## config.mk

```make
export PLATFORM = sky130hd
export DESIGN_NAME = dtw_cell_update
export DESIGN_NICKNAME = d
export VERILOG_FILES = /design/src/hdl/dtw_pkg.sv /design/src/hdl/dtw_cell_update.sv
export SDC_FILE = /design/constraint.sdc
export NUM_CORES = 1
export LEC_CHECK = 0
export ABC_AREA = 1
export BUFFER_PORTS_ARGS = -buffer_cell sky130_fd_sc_hd__clkbuf_2
export CAP_MARGIN = 5
export CORE_AREA = 2 2 134 136
export DETAILED_ROUTE_END_ITERATION = 6
export DIE_AREA = 0 0 136 138
export PLACE_DENSITY = 0.8
export SYNTH_ARGS = -nofsm -noshare
export SYNTH_HDL_FRONTEND = slang
export SYNTH_SLANG_ARGS = --single-unit
```

## constraint.sdc

```tcl
create_clock -name vclk -period 15.8
set_clock_uncertainty 0.05 [all_clocks]
set_input_delay 2.37 -clock vclk [all_inputs]
set_output_delay 2.37 -clock vclk [all_outputs]
set_load 0.05 [all_outputs]
```

## src/hdl/dtw_pkg.sv

```systemverilog
// Shared types and constants for the DTW cost accumulator.
// Used by dtw_cell_update, dtw_cost_accumulator and dtw_checker; no dependencies.
`default_nettype none

package dtw_pkg;

  // Parameter defaults
  localparam int MAX_COLS_DEF    = 1024;
  localparam int VALUE_WIDTH_DEF = 48;

  // Fixed field widths
  localparam int COST_W     = 16;
  localparam int OUT_W      = 48;
  localparam int ROW_W      = 16;
  localparam int COL_CFG_W  = 11;
  localparam int CFG_IDX_W  = 1;
  localparam int CFG_DATA_W = 16;

  // Register indexes on the configuration port
  localparam logic [CFG_IDX_W-1:0] CFG_ROW_COUNT    = 1'd0;
  localparam logic [CFG_IDX_W-1:0] CFG_COLUMN_COUNT = 1'd1;

  // Register reset values
  localparam logic [ROW_W-1:0]     ROW_COUNT_RST    = 16'd2;
  localparam logic [COL_CFG_W-1:0] COLUMN_COUNT_RST = 11'd2;

  // Infinity marks of the three neighbors of a cell
  typedef struct packed {
    logic up_inf;
    logic left_inf;
    logic diag_inf;
  } nbr_flags_t;

endpackage

`default_nettype wire

```

## src/hdl/dtw_cell_update.sv

```systemverilog
// Cell recurrence: min of up+cost, left+cost, diag+2*cost with saturation.
// Depends on dtw_pkg for the cost width and the neighbor flag struct.
`default_nettype none

module dtw_cell_update #(
  parameter int VALUE_WIDTH = dtw_pkg::VALUE_WIDTH_DEF
) (
  input  wire logic [dtw_pkg::COST_W-1:0] cost,
  input  wire logic [VALUE_WIDTH-1:0]     up_value,
  input  wire logic [VALUE_WIDTH-1:0]     left_value,
  input  wire logic [VALUE_WIDTH-1:0]     diag_value,
  input  wire dtw_pkg::nbr_flags_t        flags,
  output logic      [VALUE_WIDTH-1:0]     best_value
);

  localparam logic [VALUE_WIDTH-1:0] ValueMax = {VALUE_WIDTH{1'b1}};

  logic [VALUE_WIDTH:0]   sum_up;
  logic [VALUE_WIDTH:0]   sum_left;
  logic [VALUE_WIDTH:0]   sum_diag;
  logic [VALUE_WIDTH-1:0] cand_up;
  logic [VALUE_WIDTH-1:0] cand_left;
  logic [VALUE_WIDTH-1:0] cand_diag;
  logic [dtw_pkg::COST_W:0] cost2;

  // Saturating candidate sums
  assign cost2    = {cost, 1'b0};
  assign sum_up   = {1'b0, up_value}   + (VALUE_WIDTH+1)'(cost);
  assign sum_left = {1'b0, left_value} + (VALUE_WIDTH+1)'(cost);
  assign sum_diag = {1'b0, diag_value} + (VALUE_WIDTH+1)'(cost2);

  assign cand_up   = sum_up[VALUE_WIDTH]   ? ValueMax : sum_up[VALUE_WIDTH-1:0];
  assign cand_left = sum_left[VALUE_WIDTH] ? ValueMax : sum_left[VALUE_WIDTH-1:0];
  assign cand_diag = sum_diag[VALUE_WIDTH] ? ValueMax : sum_diag[VALUE_WIDTH-1:0];

  // Pick the minimum; earlier candidate keeps ties, infinite ones drop out
  always_comb begin
    logic best_inf;
    best_inf   = 1'b1;
    best_value = '0;
    if (!flags.up_inf) begin
      best_value = cand_up;
      best_inf   = 1'b0;
    end
    if (!flags.left_inf && (best_inf || cand_left < best_value)) begin
      best_value = cand_left;
      best_inf   = 1'b0;
    end
    if (!flags.diag_inf && (best_inf || cand_diag < best_value)) begin
      best_value = cand_diag;
      best_inf   = 1'b0;
    end
    if (best_inf) begin
      best_value = ValueMax;
    end
  end

endmodule

`default_nettype wire

```

==> flow_metrics.py <==
metrics = {
    "critical_path": {
        "arrival_ps": 11060,
        "crit_start": "cost[4]",
        "crit_required_ps": 13380,
        "endpoint_kind": "primary output",
        "worst_path_largest_cell_delay_ps": 630,
        "startpoint_type": "input port",
        "critPathSlowestCell": "nand2_2",
        "crit_fanout": 56,
        "path_class": "in -> out",
        "path_common_cell": "nand2_1",
    },
    "sta": {
        "setup_viol_count_final": 0,
        "slew_viol_final": 0,
        "hold_violations": 0,
        "max_clock_freq_mhz": 74.19,
        "relSlewSlack": 0.2943,
        "rsz0062_at_grt": "false",
        "worst_slew_pin_slew_ps": 1056,
        "period_needed_ps": 13480,
        "finalSetupTns_ps": 0,
        "period_share": 0.8531,
    },
    "place": {
        "postPlaceCellArea_um2": 10500,
        "portBuffers": 211,
        "dpl.hpwl_um": 27370,
        "gp_congestion": 0.9748,
    },
    "grt": {
        "grt_pass1_wl_um": 51000,
        "grt_pass1_vias": 10490,
        "grt_max_degree": 57,
        "grt_overflow_total": 0,
        "antenna_found_initial": 0,
        "grtUsageTotal": 0.3265,
    },
    "finish": {
        "fin_area_um2": 10500,
        "seq_cells": 0,
        "ff_latch_area_um2": 0,
        "multi_input_area_um2": 7991,
        "drive_above_1_share": 0.1419,
        "nets": 2262,
        "nClkBuffers": 0,
        "nFillCells": 1886,
        "area_growth_syn_to_layout_pct": 12.59,
    },
    "cts": {
        "ctsHoldBuffers": 0,
        "ctsResizeCount": 0,
        "post-cts-setup-buffers": 0,
    },
    "routing": {
        "detail_route.vias_per_cell": 5.528,
        "totalWireLength_um": 31850,
        "drt_iter0_markers": 1324,
        "ant_nets": 0,
        "drcViolationCount": 0,
        "vias": 12060,
        "drtPass1Iterations": 6,
        "wire_per_inst_um": 14.60,
    },
    "power": {
        "power.density_nw_per_um2": 47.22,
        "power_leakage_nw": 6.159,
        "total_power_mw": 0.4960,
        "ir_drop_mv": 0.04871,
    },
    "yosys": {
        "synth.area.top_cells": "ha_1 (19%), nand2_1 (19%), inv_1 (12%), nor2_1 (8.4%), nand3_1 (7.1%)",
        "synth-simple-area-share": 0.4516,
        "syn-cell-area_um2": 9329,
        "synth_top_family_by_area": "simple AND/OR/NAND/NOR gates",
        "synth_xor_area_frac": 0.05164,
        "synth-compound-area-share": 0.1565,
        "synthAdderAreaFrac": 0.1969,
        "ys_types": 54,
        "synthMuxAreaShare": 0,
        "synth.net_count": 2088,
        "ys_seq_area_frac": 0,
        "yosys.area.top_type": "ha_1",
        "netlist_instances": 1780,
        "synth.top_cell.area_share": 0.1905,
        "yosysWarnings": 0,
        "avgSynthCellArea_um2": 5.241,
    },
    "min_path": {
        "hp-start": "diag_value[0]",
        "hp-class": "in -> out",
    },
    "die": {
        "die_y_um": 138,
        "core_area_um2": 17530,
        "pin_count": 211,
        "initial_core_util": 0.5320,
        "die-width_um": 136,
        "floorplan.rows": 49,
        "dieArea_um2": 18770,
    },
    "outcome": {
        "outcome": "complete, no violations",
    },
    "job": {
        "max_cap_violations": 0,
    },
}
==> through the flow <==
step	worst slack, ps	utilization	hold WS [ps]	std cells
4_1_cts	2516	0.5989	5239	2181
2_1_floorplan	4777	-	5127	1780
5_1_grt	1374	0.5989	5327	2181
6_report	2320	0.5990	5241	2182
3_5_place_dp	2528	0.5989	5238	2181
3_3_place_gp	2744	0.5989	5244	2181
==> final timing paths <==
path	to	slack (ps)	depth (start not counted)
setup / recovery	best_value[16]	2320	51
hold / removal	best_value[0]	5240	6
==> synth_stat cells (all sizes together), types with 2 or more instances <==
| cell type | instances |
|---|---|
| nand2 | 474 |
| inv | 301 |
| nor2 | 213 |
| ha | 142 |
| nand3 | 135 |
| o21ai | 119 |
| a21oi | 94 |
| nor3 | 48 |
| nand4 | 45 |
| or2 | 36 |
| xor2 | 36 |
| clkbuf | 33 |
| xnor2 | 19 |
| buf | 11 |
| nor4 | 10 |
| a211oi | 9 |
| a31oi | 9 |
| a21o | 6 |
| o21a | 5 |
| a21boi | 3 |
| and3 | 3 |
| fa | 3 |
| o211ai | 3 |
| o221ai | 3 |
| o31ai | 3 |
| nand3b | 2 |
| nor3b | 2 |
| nor4b | 2 |
| o2111ai | 2 |
==> per-layer routing <==
metal	GRT usage	vias up	part of all wire	routed length, µm
li1	-	6159	-	-
met2	0.5030	592	0.42	13450
met3	0.01650	44	0.097	3077
met1	0.5001	5267	0.46	14630
met4	0.06360	0	0.022	699
met5	0	-	0	0
==> layout by cell type (no fill, tap or decap), types with 2 or more instances in the layout <==
cell       netlist  layout
a211oi_1         9       9
a21boi_0         2       2
a21o_1           6       6
a21oi_1         94      94
a31oi_1          9       9
and3_1           3       3
buf_4            2       5
clkbuf_2         0     211
fa_1             3       3
ha_1           142     142
inv_1          297     297
inv_2            4       4
nand2_1        461     461
nand2_2         11      11
nand2_4          2       2
nand3_1        133     133
nand3_2          2       2
nand3b_1         2       2
nand4_1         45      45
nor2_1         210     210
nor2_2           2       2
nor3_1          47      47
nor3b_1          2       2
nor4_1          10      10
o2111ai_1        2       2
o211ai_1         3       3
o21a_1           5       5
o21ai_0        113     113
o21ai_1          5       5
o221ai_1         3       3
o31ai_1          3       3
or2_1            2       2
or2_2           33      33
xnor2_1         19      19
xor2_1          36      36
==> cell type report <==
cell class / instances / area share
Antenna cell: 1 / 0.0002382
Multi-Input combinational cell: 1435 / 0.7608
Tap cell: 229 / 0.02728
Timing Repair Buffer: 216 / 0.1041
Inverter: 301 / 0.1076
==> cells by family (layout without fill, tap and decap cells) <==
logic type,after synthesis,in the layout
and+or+nand+nor,971,971
buffers and inverters,345,517
adders and majority gates,145,145
other,0,1
AOI/OAI and AO/OA,264,264
xor gates and xnor gates,55,55
==> worst max-delay path, delay by kind of cell <==
kind | cells | cell delay [ps]
adder cells (fa/ha/maj) | 3 | 1040
AO/OA/AOI/OAI | 13 | 2220
AND/OR/NAND/NOR | 24 | 4030
buffers and inverters | 11 | 1370
==> power breakdown <==
part	switching, mW	internal, mW	leakage, nW
logic	0.337	0.159	6.16
clock network	0	0.00000000849	0.00000634
registers	0	0	0
total	0.337	0.159	6.16
Note: power is estimated with default switching activity, not from simulation.
